$ cat config.mk
export PLATFORM = sky130hd
export DESIGN_NAME = sorted_key_table_top_flat
export DESIGN_NICKNAME = d
export VERILOG_FILES = /design/src/hdl/sktbl_pkg.sv /design/src/hdl/sktbl_if.sv /design/src/hdl/sktbl_mem.sv /design/src/hdl/sorted_key_table_top.sv /design/src/flat_wrapper.sv
export SDC_FILE = /design/constraint.sdc
export NUM_CORES = 2
export LEC_CHECK = 0
export BUFFER_PORTS_ARGS = -buffer_cell sky130_fd_sc_hd__clkbuf_2
export CORE_UTILIZATION = 45
export CTS_BUF_LIST = sky130_fd_sc_hd__clkbuf_8 sky130_fd_sc_hd__clkbuf_16
export CTS_CLUSTER_SIZE = 25
export DETAILED_ROUTE_END_ITERATION = 8
export GPL_ROUTABILITY_DRIVEN = 1
export PLACE_DENSITY = 0.59
export SYNTH_ARGS = -nofsm -noshare
export SYNTH_HDL_FRONTEND = slang
export SYNTH_HIERARCHICAL = 1
export SYNTH_SLANG_ARGS = --single-unit
$ cat constraint.sdc
create_clock -name clock -period 8.05 [get_ports clock]
set_input_delay 1.2075 -clock clock [delete_from_list [all_inputs] [get_ports clock]]
set_output_delay 1.2075 -clock clock [all_outputs]
set_load 0.01 [all_outputs]
$ cat src/hdl/sktbl_pkg.sv
package sktbl_pkg;

   localparam int REQ_W    = 2;
   localparam int STATUS_W = 2;
   localparam int POS_W    = 6;
   localparam int CNT_W    = 7;

   // request codes
   localparam logic [REQ_W-1:0] REQ_INSERT = 2'd0;
   localparam logic [REQ_W-1:0] REQ_LOOKUP = 2'd1;
   localparam logic [REQ_W-1:0] REQ_DELETE = 2'd2;

   // result status codes
   localparam logic [STATUS_W-1:0] ST_DONE      = 2'd0;
   localparam logic [STATUS_W-1:0] ST_NOT_FOUND = 2'd1;
   localparam logic [STATUS_W-1:0] ST_FULL      = 2'd2;

endpackage

$ cat src/hdl/sktbl_if.sv
interface sktbl_req_if
   import sktbl_pkg::*;
   #(parameter int KEY_BITS = 32, parameter int PAYLOAD_BITS = 32) ();
   logic                        valid;
   logic                        ready;
   logic [REQ_W-1:0]            req_type;
   logic signed [KEY_BITS-1:0]  search_key;
   logic [PAYLOAD_BITS-1:0]     entry_payload;

   modport source (output valid, req_type, search_key, entry_payload, input ready);
   modport sink   (input valid, req_type, search_key, entry_payload, output ready);
endinterface

interface sktbl_rsp_if
   import sktbl_pkg::*;
   #(parameter int PAYLOAD_BITS = 32) ();
   logic                        valid;
   logic                        ready;
   logic [STATUS_W-1:0]         status;
   logic [POS_W-1:0]            position;
   logic [PAYLOAD_BITS-1:0]     found_payload;
   logic [CNT_W-1:0]            entry_count;

   modport source (output valid, status, position, found_payload, entry_count, input ready);
   modport sink   (input valid, status, position, found_payload, entry_count, output ready);
endinterface

$ cat src/hdl/sktbl_mem.sv
module sktbl_mem #(
   parameter int DEPTH = 64,
   parameter int WIDTH = 64
) (
   input  logic                     clock,
   input  logic                     wr_en,
   input  logic [$clog2(DEPTH)-1:0] wr_addr,
   input  logic [WIDTH-1:0]         wr_data,
   input  logic [$clog2(DEPTH)-1:0] rd_addr,
   output logic [WIDTH-1:0]         rd_data
);

   logic [WIDTH-1:0] mem [DEPTH];
   logic [WIDTH-1:0] rd_data_ff;

   always_ff @(posedge clock) begin
      if (wr_en) begin
         mem[wr_addr] <= wr_data;
      end
      rd_data_ff <= mem[rd_addr];
   end

   assign rd_data = rd_data_ff;

endmodule

$ cat src/hdl/sorted_key_table_top.sv
// sorted_key_table_top: a table of up to TABLE_DEPTH {key, payload} entries kept
// in ascending signed key order in one simple dual-port RAM (registered read).
// req_chan (valid/ready) carries one request beat: insert, lookup or delete.
// rsp_chan (valid/ready) returns exactly one result beat per request:
// status, sorted position, payload found and entry count after the request.
// Requests are worked one at a time; req_chan.ready is high only while idle.
// A search is a binary search over the n entries held in at most ceil(log2(n+1))
// probes; a probe is read issue plus compare. A lookup ends on a hit or when the
// bounds meet. An insert shifts the entries at and above its slot up one slot,
// one entry per cycle through the RAM ports (none when its slot is at the end),
// then the new entry lands; a delete that hits shifts the entries above it down
// one slot, unless the last entry goes. An insert into a full table or an unused
// request code goes straight to the result. The next request is taken once the
// sequencer is back in idle.
// A result beat sits in an output register; the next request is accepted
// while it waits. A stalled receiver holds a finished request in its last
// step until the output register frees up.
// Reset (synchronous, active high) empties the table at once via the fill
// count; RAM contents are never cleared and words beyond the fill count are never used.
module sorted_key_table_top
   import sktbl_pkg::*;
#(
   parameter int TABLE_DEPTH  = 64,
   parameter int KEY_BITS     = 32,
   parameter int PAYLOAD_BITS = 32
) (
   input  logic          clock,
   input  logic          reset,
   sktbl_req_if.sink     req_chan,
   sktbl_rsp_if.source   rsp_chan
);

   localparam int AW = $clog2(TABLE_DEPTH);       // entry index
   localparam int CW = $clog2(TABLE_DEPTH + 1);   // fill count, search bounds
   localparam int EW = KEY_BITS + PAYLOAD_BITS;   // RAM word: {order code, payload}

   // sequencer states
   localparam logic [2:0] S_IDLE    = 3'd0;
   localparam logic [2:0] S_PRB_RD  = 3'd1;  // pick midpoint, issue read
   localparam logic [2:0] S_PRB_CMP = 3'd2;  // compare read key, narrow bounds
   localparam logic [2:0] S_SHIFT   = 3'd3;  // stream entries up or down one slot
   localparam logic [2:0] S_DRAIN   = 3'd4;  // last shifted write
   localparam logic [2:0] S_PUT     = 3'd5;  // write the inserted entry
   localparam logic [2:0] S_FINISH  = 3'd6;  // hand result to output register

   logic [2:0]              state_ff, state_in;
   logic [REQ_W-1:0]        op_ff, op_in;
   logic [KEY_BITS-1:0]     code_ff, code_in;
   logic [PAYLOAD_BITS-1:0] pay_ff, pay_in;
   logic [CW-1:0]           cnt_ff, cnt_in;
   logic [CW-1:0]           lo_ff, lo_in;
   logic [CW-1:0]           hx_ff, hx_in;     // exclusive upper bound
   logic [AW-1:0]           mid_ff, mid_in;
   logic [AW-1:0]           at_ff, at_in;
   logic [AW-1:0]           src_ff, src_in;
   logic [AW-1:0]           dst_ff, dst_in;
   logic                    pend_ff, pend_in;
   logic [STATUS_W-1:0]     st_ff, st_in;
   logic [PAYLOAD_BITS-1:0] found_ff, found_in;

   // result register
   logic                    rsp_valid_ff, rsp_valid_in;
   logic [STATUS_W-1:0]     rsp_status_ff, rsp_status_in;
   logic [AW-1:0]           rsp_pos_ff, rsp_pos_in;
   logic [PAYLOAD_BITS-1:0] rsp_pay_ff, rsp_pay_in;
   logic [CW-1:0]           rsp_cnt_ff, rsp_cnt_in;

   // RAM port signals
   logic                    wr_en;
   logic [AW-1:0]           wr_addr;
   logic [EW-1:0]           wr_data;
   logic [AW-1:0]           rd_addr;
   logic [EW-1:0]           rd_data;
   logic [KEY_BITS-1:0]     rd_key;
   logic [PAYLOAD_BITS-1:0] rd_pay;

   logic [CW:0]             mid_sum;
   logic [CW-1:0]           mid_full;
   logic [CW-1:0]           mid_next;   // mid + 1 at count width
   logic                    req_fire;
   logic                    rsp_load;
   logic                    is_insert;

   logic [AW+POS_W-1:0]     pos_wide;
   logic [CW+CNT_W-1:0]     cnt_wide;

   assign req_fire  = req_chan.valid && req_chan.ready;
   assign rsp_load  = (state_ff == S_FINISH) && (!rsp_valid_ff || rsp_chan.ready);
   assign is_insert = (op_ff == REQ_INSERT);

   assign rd_key = rd_data[EW-1:PAYLOAD_BITS];
   assign rd_pay = rd_data[PAYLOAD_BITS-1:0];

   // midpoint of [lo, hx-1]; only used while lo < hx
   assign mid_sum  = {1'b0, lo_ff} + {1'b0, hx_ff} - (CW+1)'(1);
   assign mid_full = mid_sum[CW:1];
   assign mid_next = CW'(mid_ff) + CW'(1);

   always_comb begin
      state_in = state_ff;
      op_in    = op_ff;
      code_in  = code_ff;
      pay_in   = pay_ff;
      cnt_in   = cnt_ff;
      lo_in    = lo_ff;
      hx_in    = hx_ff;
      mid_in   = mid_ff;
      at_in    = at_ff;
      src_in   = src_ff;
      dst_in   = dst_ff;
      pend_in  = 1'b0;
      st_in    = st_ff;
      found_in = found_ff;

      case (state_ff)
         S_IDLE: begin
            if (req_fire) begin
               op_in    = req_chan.req_type;
               // flip the sign bit: unsigned compare then follows signed order
               code_in  = {~req_chan.search_key[KEY_BITS-1],
                           req_chan.search_key[KEY_BITS-2:0]};
               pay_in   = req_chan.entry_payload;
               lo_in    = '0;
               hx_in    = cnt_ff;
               at_in    = '0;
               found_in = '0;
               st_in    = ST_NOT_FOUND;
               case (req_chan.req_type)
                  REQ_INSERT: begin
                     if (cnt_ff == CW'(TABLE_DEPTH)) begin
                        st_in    = ST_FULL;
                        state_in = S_FINISH;
                     end else begin
                        state_in = S_PRB_RD;
                     end
                  end
                  REQ_LOOKUP, REQ_DELETE: begin
                     state_in = S_PRB_RD;
                  end
                  default: begin
                     state_in = S_FINISH;
                  end
               endcase
            end
         end

         S_PRB_RD: begin
            if (lo_ff < hx_ff) begin
               mid_in   = mid_full[AW-1:0];
               state_in = S_PRB_CMP;
            end else if (is_insert) begin
               // upper bound found: slot after all equal keys
               at_in = lo_ff[AW-1:0];
               if (cnt_ff > lo_ff) begin
                  src_in   = AW'(cnt_ff - CW'(1));
                  state_in = S_SHIFT;
               end else begin
                  state_in = S_PUT;
               end
            end else begin
               state_in = S_FINISH;
            end
         end

         S_PRB_CMP: begin
            state_in = S_PRB_RD;
            if (is_insert) begin
               if (rd_key > code_ff) begin
                  hx_in = CW'(mid_ff);
               end else begin
                  lo_in = mid_next;
               end
            end else if (rd_key == code_ff) begin
               at_in    = mid_ff;
               found_in = rd_pay;
               st_in    = ST_DONE;
               if (op_ff == REQ_DELETE) begin
                  if (mid_next < cnt_ff) begin
                     src_in   = mid_next[AW-1:0];
                     state_in = S_SHIFT;
                  end else begin
                     cnt_in   = cnt_ff - CW'(1);
                     state_in = S_FINISH;
                  end
               end else begin
                  state_in = S_FINISH;
               end
            end else if (rd_key < code_ff) begin
               lo_in = mid_next;
            end else begin
               hx_in = CW'(mid_ff);
            end
         end

         S_SHIFT: begin
            // one read per cycle; the previous read lands one slot over
            pend_in = 1'b1;
            if (is_insert) begin
               dst_in = src_ff + AW'(1);
               if (src_ff == at_ff) begin
                  state_in = S_DRAIN;
               end else begin
                  src_in = src_ff - AW'(1);
               end
            end else begin
               dst_in = src_ff - AW'(1);
               if (CW'(src_ff) + CW'(1) == cnt_ff) begin
                  state_in = S_DRAIN;
               end else begin
                  src_in = src_ff + AW'(1);
               end
            end
         end

         S_DRAIN: begin
            if (is_insert) begin
               state_in = S_PUT;
            end else begin
               cnt_in   = cnt_ff - CW'(1);
               state_in = S_FINISH;
            end
         end

         S_PUT: begin
            cnt_in   = cnt_ff + CW'(1);
            st_in    = ST_DONE;
            state_in = S_FINISH;
         end

         S_FINISH: begin
            if (rsp_load) begin
               state_in = S_IDLE;
            end
         end

         default: begin
            state_in = S_IDLE;
         end
      endcase
   end

   // RAM access
   always_comb begin
      rd_addr = (state_ff == S_PRB_RD) ? mid_full[AW-1:0] : src_ff;
      wr_en   = (state_ff == S_SHIFT && pend_ff) || (state_ff == S_DRAIN)
                || (state_ff == S_PUT);
      if (state_ff == S_PUT) begin
         wr_addr = at_ff;
         wr_data = {code_ff, pay_ff};
      end else begin
         wr_addr = dst_ff;
         wr_data = rd_data;
      end
   end

   // result register
   always_comb begin
      rsp_valid_in  = rsp_valid_ff;
      rsp_status_in = rsp_status_ff;
      rsp_pos_in    = rsp_pos_ff;
      rsp_pay_in    = rsp_pay_ff;
      rsp_cnt_in    = rsp_cnt_ff;
      if (rsp_load) begin
         rsp_valid_in  = 1'b1;
         rsp_status_in = st_ff;
         rsp_pos_in    = at_ff;
         rsp_pay_in    = found_ff;
         rsp_cnt_in    = cnt_ff;
      end else if (rsp_chan.ready) begin
         rsp_valid_in = 1'b0;
      end
   end

   always_ff @(posedge clock) begin
      if (reset) begin
         state_ff     <= S_IDLE;
         cnt_ff       <= '0;
         pend_ff      <= 1'b0;
         rsp_valid_ff <= 1'b0;
      end else begin
         state_ff     <= state_in;
         cnt_ff       <= cnt_in;
         pend_ff      <= pend_in;
         rsp_valid_ff <= rsp_valid_in;
      end
   end

   always_ff @(posedge clock) begin
      op_ff         <= op_in;
      code_ff       <= code_in;
      pay_ff        <= pay_in;
      lo_ff         <= lo_in;
      hx_ff         <= hx_in;
      mid_ff        <= mid_in;
      at_ff         <= at_in;
      src_ff        <= src_in;
      dst_ff        <= dst_in;
      st_ff         <= st_in;
      found_ff      <= found_in;
      rsp_status_ff <= rsp_status_in;
      rsp_pos_ff    <= rsp_pos_in;
      rsp_pay_ff    <= rsp_pay_in;
      rsp_cnt_ff    <= rsp_cnt_in;
   end

   sktbl_mem #(
      .DEPTH (TABLE_DEPTH),
      .WIDTH (EW)
   ) u_mem (
      .clock   (clock),
      .wr_en   (wr_en),
      .wr_addr (wr_addr),
      .wr_data (wr_data),
      .rd_addr (rd_addr),
      .rd_data (rd_data)
   );

   // position and count leave modulo their field widths
   assign pos_wide = (AW+POS_W)'(rsp_pos_ff);
   assign cnt_wide = (CW+CNT_W)'(rsp_cnt_ff);

   assign req_chan.ready         = (state_ff == S_IDLE);
   assign rsp_chan.valid         = rsp_valid_ff;
   assign rsp_chan.status        = rsp_status_ff;
   assign rsp_chan.position      = pos_wide[POS_W-1:0];
   assign rsp_chan.found_payload = rsp_pay_ff;
   assign rsp_chan.entry_count   = cnt_wide[CNT_W-1:0];

`ifndef SYNTHESIS
   a_cnt_bound: assert property (@(posedge clock) disable iff (reset)
      cnt_ff <= CW'(TABLE_DEPTH))
      else $error("fill count beyond table depth");

   a_full_status: assert property (@(posedge clock) disable iff (reset)
      (rsp_valid_ff && rsp_status_ff == ST_FULL) |-> rsp_cnt_ff == CW'(TABLE_DEPTH))
      else $error("table full reported with room left");

   a_no_idle_write: assert property (@(posedge clock) disable iff (reset)
      (state_ff == S_IDLE || state_ff == S_PRB_RD || state_ff == S_PRB_CMP) |-> !wr_en)
      else $error("RAM write outside shift or put");

   a_shift_range: assert property (@(posedge clock) disable iff (reset)
      (state_ff == S_SHIFT) |-> CW'(src_ff) < cnt_ff)
      else $error("shift source beyond fill count");

   a_cnt_change: assert property (@(posedge clock) disable iff (reset)
      (!$past(reset) && cnt_ff != $past(cnt_ff)) |->
         ($past(state_ff) == S_PUT || $past(state_ff) == S_DRAIN
          || $past(state_ff) == S_PRB_CMP))
      else $error("fill count changed outside an insert or delete");
`endif

endmodule
$ cat src/flat_wrapper.sv
// flat-port wrapper written by rule: the top's interface ports become plain ports
module sorted_key_table_top_flat import sktbl_pkg::*;
#(
   parameter int TABLE_DEPTH  = 64,
   parameter int KEY_BITS     = 32,
   parameter int PAYLOAD_BITS = 32
)
  (clock, reset, req_chan_valid, req_chan_req_type, req_chan_search_key, req_chan_entry_payload, req_chan_ready, rsp_chan_valid, rsp_chan_status, rsp_chan_position, rsp_chan_found_payload, rsp_chan_entry_count, rsp_chan_ready);
  sktbl_req_if #(.KEY_BITS(KEY_BITS), .PAYLOAD_BITS(PAYLOAD_BITS)) req_chan_i ();
  sktbl_rsp_if #(.PAYLOAD_BITS(PAYLOAD_BITS)) rsp_chan_i ();
  input  logic clock;
  input  logic reset;
  input wire logic [$bits(req_chan_i.valid)-1:0] req_chan_valid;
  input wire logic [$bits(req_chan_i.req_type)-1:0] req_chan_req_type;
  input wire logic [$bits(req_chan_i.search_key)-1:0] req_chan_search_key;
  input wire logic [$bits(req_chan_i.entry_payload)-1:0] req_chan_entry_payload;
  output wire logic [$bits(req_chan_i.ready)-1:0] req_chan_ready;
  output wire logic [$bits(rsp_chan_i.valid)-1:0] rsp_chan_valid;
  output wire logic [$bits(rsp_chan_i.status)-1:0] rsp_chan_status;
  output wire logic [$bits(rsp_chan_i.position)-1:0] rsp_chan_position;
  output wire logic [$bits(rsp_chan_i.found_payload)-1:0] rsp_chan_found_payload;
  output wire logic [$bits(rsp_chan_i.entry_count)-1:0] rsp_chan_entry_count;
  input wire logic [$bits(rsp_chan_i.ready)-1:0] rsp_chan_ready;
  assign req_chan_i.valid = req_chan_valid;
  assign req_chan_i.req_type = req_chan_req_type;
  assign req_chan_i.search_key = req_chan_search_key;
  assign req_chan_i.entry_payload = req_chan_entry_payload;
  assign req_chan_ready = req_chan_i.ready;
  assign rsp_chan_valid = rsp_chan_i.valid;
  assign rsp_chan_status = rsp_chan_i.status;
  assign rsp_chan_position = rsp_chan_i.position;
  assign rsp_chan_found_payload = rsp_chan_i.found_payload;
  assign rsp_chan_entry_count = rsp_chan_i.entry_count;
  assign rsp_chan_i.ready = rsp_chan_ready;
  sorted_key_table_top #(.TABLE_DEPTH(TABLE_DEPTH), .KEY_BITS(KEY_BITS), .PAYLOAD_BITS(PAYLOAD_BITS)) u_core (.clock(clock), .reset(reset), .req_chan(req_chan_i), .rsp_chan(rsp_chan_i));
endmodule
## Yosys cells after proc, flatten, opt, wreduce, memory -nomap -nowiden

Memory sizes are Yosys's and may differ from the RTL's. A register that Yosys moved wholly into a read port is not among the register bits.
Index checks and enable logic that the tools add are counted.

- Register bits: 197
- RAM bits: 4096
- Input bits: 70
- Output and inout bits: 49
- Word-level logic and storage cells: 164
- Memories kept: 1

Memories:

| name | depth | width | rd ports | clocked after Yosys merged registers in | write ports | line | text |
|---|---|---|---|---|---|---|---|
| u_core.u_mem.mem | 64 | 64 | 1 | 1 | 1 | sktbl_mem.sv:13 | `logic [WIDTH-1:0] mem [DEPTH];` |

- Add/sub/neg operators: 8
- Magnitude comparators: 5
- Eq/ne operators: 33
- Muxes and demuxes: 70
- Bitwise operators: 1
- Reductions and logical operators: 27

Operator list:

| cell | count |
|---|---|
| $mux 6 | 18 |
| $mux 7 | 15 |
| $mux 32 | 3 |
| $mux 64 | 1 |
| $pmux 32 s2 | 1 |
| $mux 3 | 13 |
| $pmux 6 s3 | 2 |
| $eq 32x32->1 | 1 |
| $gt 32x32->1 | 1 |
| $lt 32x32->1 | 1 |
| $pmux 7 s2 | 2 |
| $pmux 3 s7 | 1 |
| $pmux 7 s3 | 1 |
| $add 6x1->7 const B | 2 |
| $lt 7x7->1 | 2 |
| $sub 7x1->7 const B | 2 |
| $mux 2 | 6 |
| $ne 2x1->1 const B | 6 |
| $ne 3x3->1 const B | 4 |
| $reduce_and 4->1 | 3 |
| $reduce_and 6->1 | 2 |
| $reduce_bool 3->1 | 4 |
| $ne 2x2->1 const B | 5 |
| $reduce_and 10->1 | 1 |
| other kinds (28) | 47 |

## Depth between registers and ports, before layout

- Depth after elaboration: 7
- Depth in mapped cells: 18
- Gate-level depth less buffers: 16

## By module

The synthesis kept the hierarchy.

Modules (own cells, without submodules):

| module | times used | cells an instance | area each (µm²) | seq. area each (µm²) |
|---|---|---|---|---|
| sktbl_mem | 1 | 6613 | 156380.0 | 124279.2 |
| sorted_key_table_top | 1 | 927 | 10102.2 | 5795.6 |

## Worst setup path after synthesis

OpenSTA, ideal clock, no wires.

- Kind: reg-to-reg
- From: register u_core.state_ff[2]
- To: memory u_core.u_mem.mem[36][0], enable pin
- Library setup time: 565 ps
- Arrival time: 6481 ps
- Data required time: 7485 ps
- Path slack: 1005 ps
- Stages on the path, launching flop included: 12
- Path buffers: 4
- Period minus slack after synthesis: 7045 ps
- Path through: dfxtp_1 -> buf_2 -> and2b_1 -> nand2_1 -> clkbuf_1 -> clkbuf_1 -> nand2_1 -> nand2_1 -> nand2_1 -> or3_1 -> clkbuf_1 -> nor3_1

- Elaborated cells on any way between the ends: 9
- Those cells by class: eq/ne (3); mux (3); reduce/logical (3)

RTL lines:

| item | line | text |
|---|---|---|
| start, declared | sorted_key_table_top.sv:46 | `logic [2:0] state_ff, state_in;` |
| start signal, assigned | sorted_key_table_top.sv:281 | `state_ff <= state_in;` |
| $eq 3x3->1 | sorted_key_table_top.sv:247 | `if (state_ff == S_PUT) begin` |
| $mux 6 | sorted_key_table_top.sv:247 |  |
| named net u_core.wr_addr[5] | sorted_key_table_top.sv:70 | `logic [AW-1:0] wr_addr;` |
| end, declared | sktbl_mem.sv:13 |  |

The timed path passes the listed nets, and every way through them passes these cells.

## Worst setup path after layout

- From: register u_core.lo_ff[1]
- To: register u_core.u_mem.rd_data_ff[18] (netlist: u_core/u_mem/rd_data[18]) (read register of u_core.u_mem.mem)

- Cells in the longest elaborated chain, start to end: 3

Ends and longest elaborated chain:

| item | line | text |
|---|---|---|
| start, declared | sorted_key_table_top.sv:51 | `logic [CW-1:0] lo_ff, lo_in;` |
| start signal, assigned | sorted_key_table_top.sv:292 | `lo_ff <= lo_in;` |
| $add 7x7->7 | sorted_key_table_top.sv:95 | `assign mid_sum = {1'b0, lo_ff} + {1'b0, hx_ff} - (CW+1)'(1);` |
| $sub 7x1->7 | sorted_key_table_top.sv:95 |  |
| named net u_core.mid_sum[3] | sorted_key_table_top.sv:77 | `logic [CW:0] mid_sum;` |
| $mux 6 | sorted_key_table_top.sv:244 | `rd_addr = (state_ff == S_PRB_RD) ? mid_full[AW-1:0] : src_ff;` |
| named net u_core.rd_addr[2] | sorted_key_table_top.sv:72 | `logic [AW-1:0] rd_addr;` |
| end, declared | sktbl_mem.sv:14 | `logic [WIDTH-1:0] rd_data_ff;` |

The timed path passes the listed nets, and every way through them passes these cells.
A chain may end at the register's enable or synchronous reset.

==> results_dict.tcl <==
set metrics [dict create \
    worst_setup_hold_path_clk_slew_ps 60 \
    synth_enable_flop_cells 4281 \
    max_cap_viols 1 \
    final-setup-viol-count 0 \
    fin_crit_sh 0.6864 \
    power_density_nw_per_um2 383.6 \
    max-clock-path-buffers 4 \
    net-switching-power_mw 23.59 \
    area_post_placement_um2 175000 \
    fin_worst_skew_ps 84.54 \
    buffers_and_inverters_on_the_worst_path 4 \
    post-route-cell-area_um2 189200 \
    die-height_um 610.2 \
    syn-cell-area_um2 166500 \
    antenna_found_initial 9 \
    clock_sinks 4357 \
    floorplan.initialDensity 0.4537 \
    power.ir.vdd_worst_v 0.0002976 \
    cts_htree_levels 5 \
    worst_setup_path_start_kind "flop" \
    detail-route-antenna-nets 0 \
    fill_count 28510 \
    hold_path_class "input port to flop" \
    fp.dieArea_um2 372400 \
    share_clk_of_total_power 0.274 \
    cts.repair_timing.setup_buffer_count 0 \
    p_comb_frac 0.307 \
    dr_total_vias 83990 \
    leakagePower_nw 60.06 \
    routed_wire_length_per_instance_um 36.79 \
    path_cells "inv_1 -> ha_1 -> inv_1 -> ha_1 -> fa_1 -> xor2_1 -> nand2_1 -> nand2_4 -> buf_12 -> nor2b_4 -> buf_4 -> a222oi_1 -> a31oi_1 -> a21oi_1 -> nor3_1" \
    io_buffer_count 118 \
    worst_hold_slack_ps 392.0 \
    path_class "flop to flop" \
    global_route_wire_length_before_repair_um 672900 \
    gp_congestion 0.8516 \
    wl_um 489200 \
    violations "max-capacitance violations, max-slew violations" \
    dp.final_hpwl_um 260400 \
    number_of_iterations_in_the_first_detailed_routing_pass 6 \
    detail_route.vias_per_cell 6.317 \
    floorplan.rows 222 \
    num-nets-final 8121 \
    cts_resized 0 \
    synth-seq-cells 4357 \
    worst-slew-pin-transition_ps 1516 \
    post_layout_minimum_cycle_time_ps 5525 \
    timing_max_transition_violations_final 26 \
    maxSlewHeadroom -0.01309 \
    detail_route.drc_violations 0 \
    timing.final.hold_violations 0 \
    ys_async_sr_fraction 0 \
    seq_power_share 0.419 \
    pin_count_of_the_biggest_net_entering_global_routing 115 \
    grt_setup_unrepaired "no" \
    status "finished with violations" \
    groute.usage.overall 0.2608 \
    synth_nets 7680 \
    syn_inst 7540 \
    grt_pass1_vias 83450 \
    worst_path_max_delay_cell "sky130_fd_sc_hd__nor2b_4" \
    die_w_um 610.2 \
    cp_data_required_time_ps 8920 \
    detailedRoute.firstIterationViolations 11710 \
    worst-path-max-fanout 99 \
    globalRoute.totalOverflow 0 \
    cts_root_buf "sky130_fd_sc_hd__clkbuf_16" \
    synth-warning-count 6 \
    yosysSeqAreaShare 0.7813 \
    power.switching_fraction 0.3250 \
    yosysUniqueCellTypes 71 \
    critPathCaptureType "flop" \
    clock_tree_from_tritoncts "done" \
    total_power_mw 72.58 \
    syn2layout_area_growth_pct 13.64 \
    top_level_ports 119 \
    ys_dominant_reg_cell "sky130_fd_sc_hd__edfxtp_1" \
    fp.coreArea_um2 366900 \
    tritoncts.num_buffers 440 \
    cell_internal_power_mw 48.99 \
    synth.avg_cell_area_um2 22.08 \
    cts-hold-fix-buffers 0 \
    critical_path.max_stage_delay_ps 750 \
    clock_latency_of_the_later_clocked_register_in_the_worst_skew_pair_ps 1010 \
    totalNegativeSetupSlack_ps 0 \
    fmax_ghz 0.1810 \
    critPathArrivalTime_ps 6400 \
    worst_path_dominant_cell_family "simple AND/OR/NAND/NOR gates" \
    fraction_of_final_layout_cells_sized_beyond_drive_strength_1 0.2827 \
]
## metal layers
layer / vias to the layer above / GRT usage / wire length, um
li1: 32730 / - / -
met1: 46060 / 0.3572 / 190100
met2: 4280 / 0.4267 / 237900
met3: 924 / 0.03798 / 40350
met4: 0 / 0.09800 / 20880
met5: - / 0 / 0
## area by class of cell
cell class	instances	area [um^2]	share of cell area
Sequential cell	4357	130100	0.6875
Multi-Input combinational cell	2693	35240	0.1863
Clock buffer	463	11350	0.05999
Tap cell	4928	6166	0.03259
Timing Repair Buffer	409	3353	0.01772
Clock inverter	359	2678	0.01415
Inverter	80	307.8	0.001627
Antenna cell	7	17.52	0.00009259
## synth_stat cells, drive strengths merged (3+ instances only)
cell    instances  area (um^2)
inv            80        300.3
a21o            9        68.82
a221o           4        40.04
o211ai          5        51.30
nand2b          5        31.28
a31o           10        87.58
clkbuf        193        725.7
nor3           76        380.4
mux4         1059        23850
mux2i          47        470.5
o22ai          91        569.3
a22oi         181         1359
mux2          107         1205
nor2b          16        100.1
buf           217         1149
nor4            7        58.81
xor2            8        70.07
o21a            3        22.52
nand3b          6        45.04
ha             69        863.3
and2           13        83.83
nand2         345         1295
nand4          14        100.1
nor2          123        464.2
or2            10        62.56
and3           37        232.7
or3            10        62.56
a221oi          3        26.28
a21boi          3        22.52
xnor2          30        262.8
dfxtp          76         1521
edfxtp       4281       128600
a222oi         26        260.3
o21ai          71        355.3
nand3          54        270.3
o32ai           9        78.83
a21oi         178        890.9
a31oi          38        237.7
## flip-flops by register name, summed over array words and instances (netlist names), 32 cells and up
| name | flops |
|---|---|
| u_core/found_ff | 32 |
| u_core/pay_ff | 32 |
| u_core/code_ff | 32 |
| u_core/rsp_chan.found_payload | 32 |
| u_core/u_mem/mem | 4096 |
| u_core/u_mem/rd_data | 64 |
## through the flow
step | worst slack, ps | std cells | utilization
global route | 2297 | 13290 | 0.5156
detailed placement | 2546 | 12460 | 0.4769
CTS | 2460 | 13280 | 0.5151
floorplan | 1005 | 7540 | -
global placement | 2459 | 12460 | 0.4769
finish | 2525 | 13300 | 0.5156
## power groups by stage
stage / logic [mW] / clock network [mW] / registers, mW
floorplan: 14.4 / 0 / 30.8
global placement: 21.8 / 0 / 30.9
detailed placement: 22.2 / 0 / 30.9
CTS: 22.3 / 20.1 / 30.4
global route: 23.6 / 20.9 / 30.4
finish: 22.3 / 19.9 / 30.4
## final timing paths
| path | from | endpoint | slack (ps) | cells past startpoint |
|---|---|---|---|---|
| max | u_core/lo_ff[1] | u_core/u_mem/rd_data[18] | 2520 | 15 |
| min reg2reg | u_core/found_ff[4] | u_core/rsp_chan.found_payload[4] | 420 | 0 |
| min | req_chan_search_key[23] | u_core/code_ff[23] | 390 | 1 |
| max reg2reg | u_core/lo_ff[1] | u_core/u_mem/rd_data[18] | 2520 | 15 |
## cell usage in the layout, fill, tap and decap left out, types with 64 or more instances in the layout
master,instances
sky130_fd_sc_hd__nor3_1,64
sky130_fd_sc_hd__edfxtp_1,4281
sky130_fd_sc_hd__inv_1,183
sky130_fd_sc_hd__o22ai_1,91
sky130_fd_sc_hd__ha_1,69
sky130_fd_sc_hd__clkbuf_16,442
sky130_fd_sc_hd__a21oi_1,178
sky130_fd_sc_hd__clkbuf_2,118
sky130_fd_sc_hd__dfxtp_1,75
sky130_fd_sc_hd__mux4_2,1059
sky130_fd_sc_hd__buf_4,246
sky130_fd_sc_hd__nor2_1,64
sky130_fd_sc_hd__nand2_1,337
sky130_fd_sc_hd__clkinv_2,90
sky130_fd_sc_hd__clkinv_1,91
sky130_fd_sc_hd__a22oi_1,181
sky130_fd_sc_hd__mux2_2,106
## logic make-up after synthesis
group | synth area share
AOI/OAI and AO/OA | 0.02549
and+or+nand+nor | 0.01951
xor gates and xnor gates | 0.001999
adders and majority gates | 0.005306
muxes | 0.1533
DFF | 0.7813
buffers and inverters | 0.01306
Power figures use the tool's default switching activity.
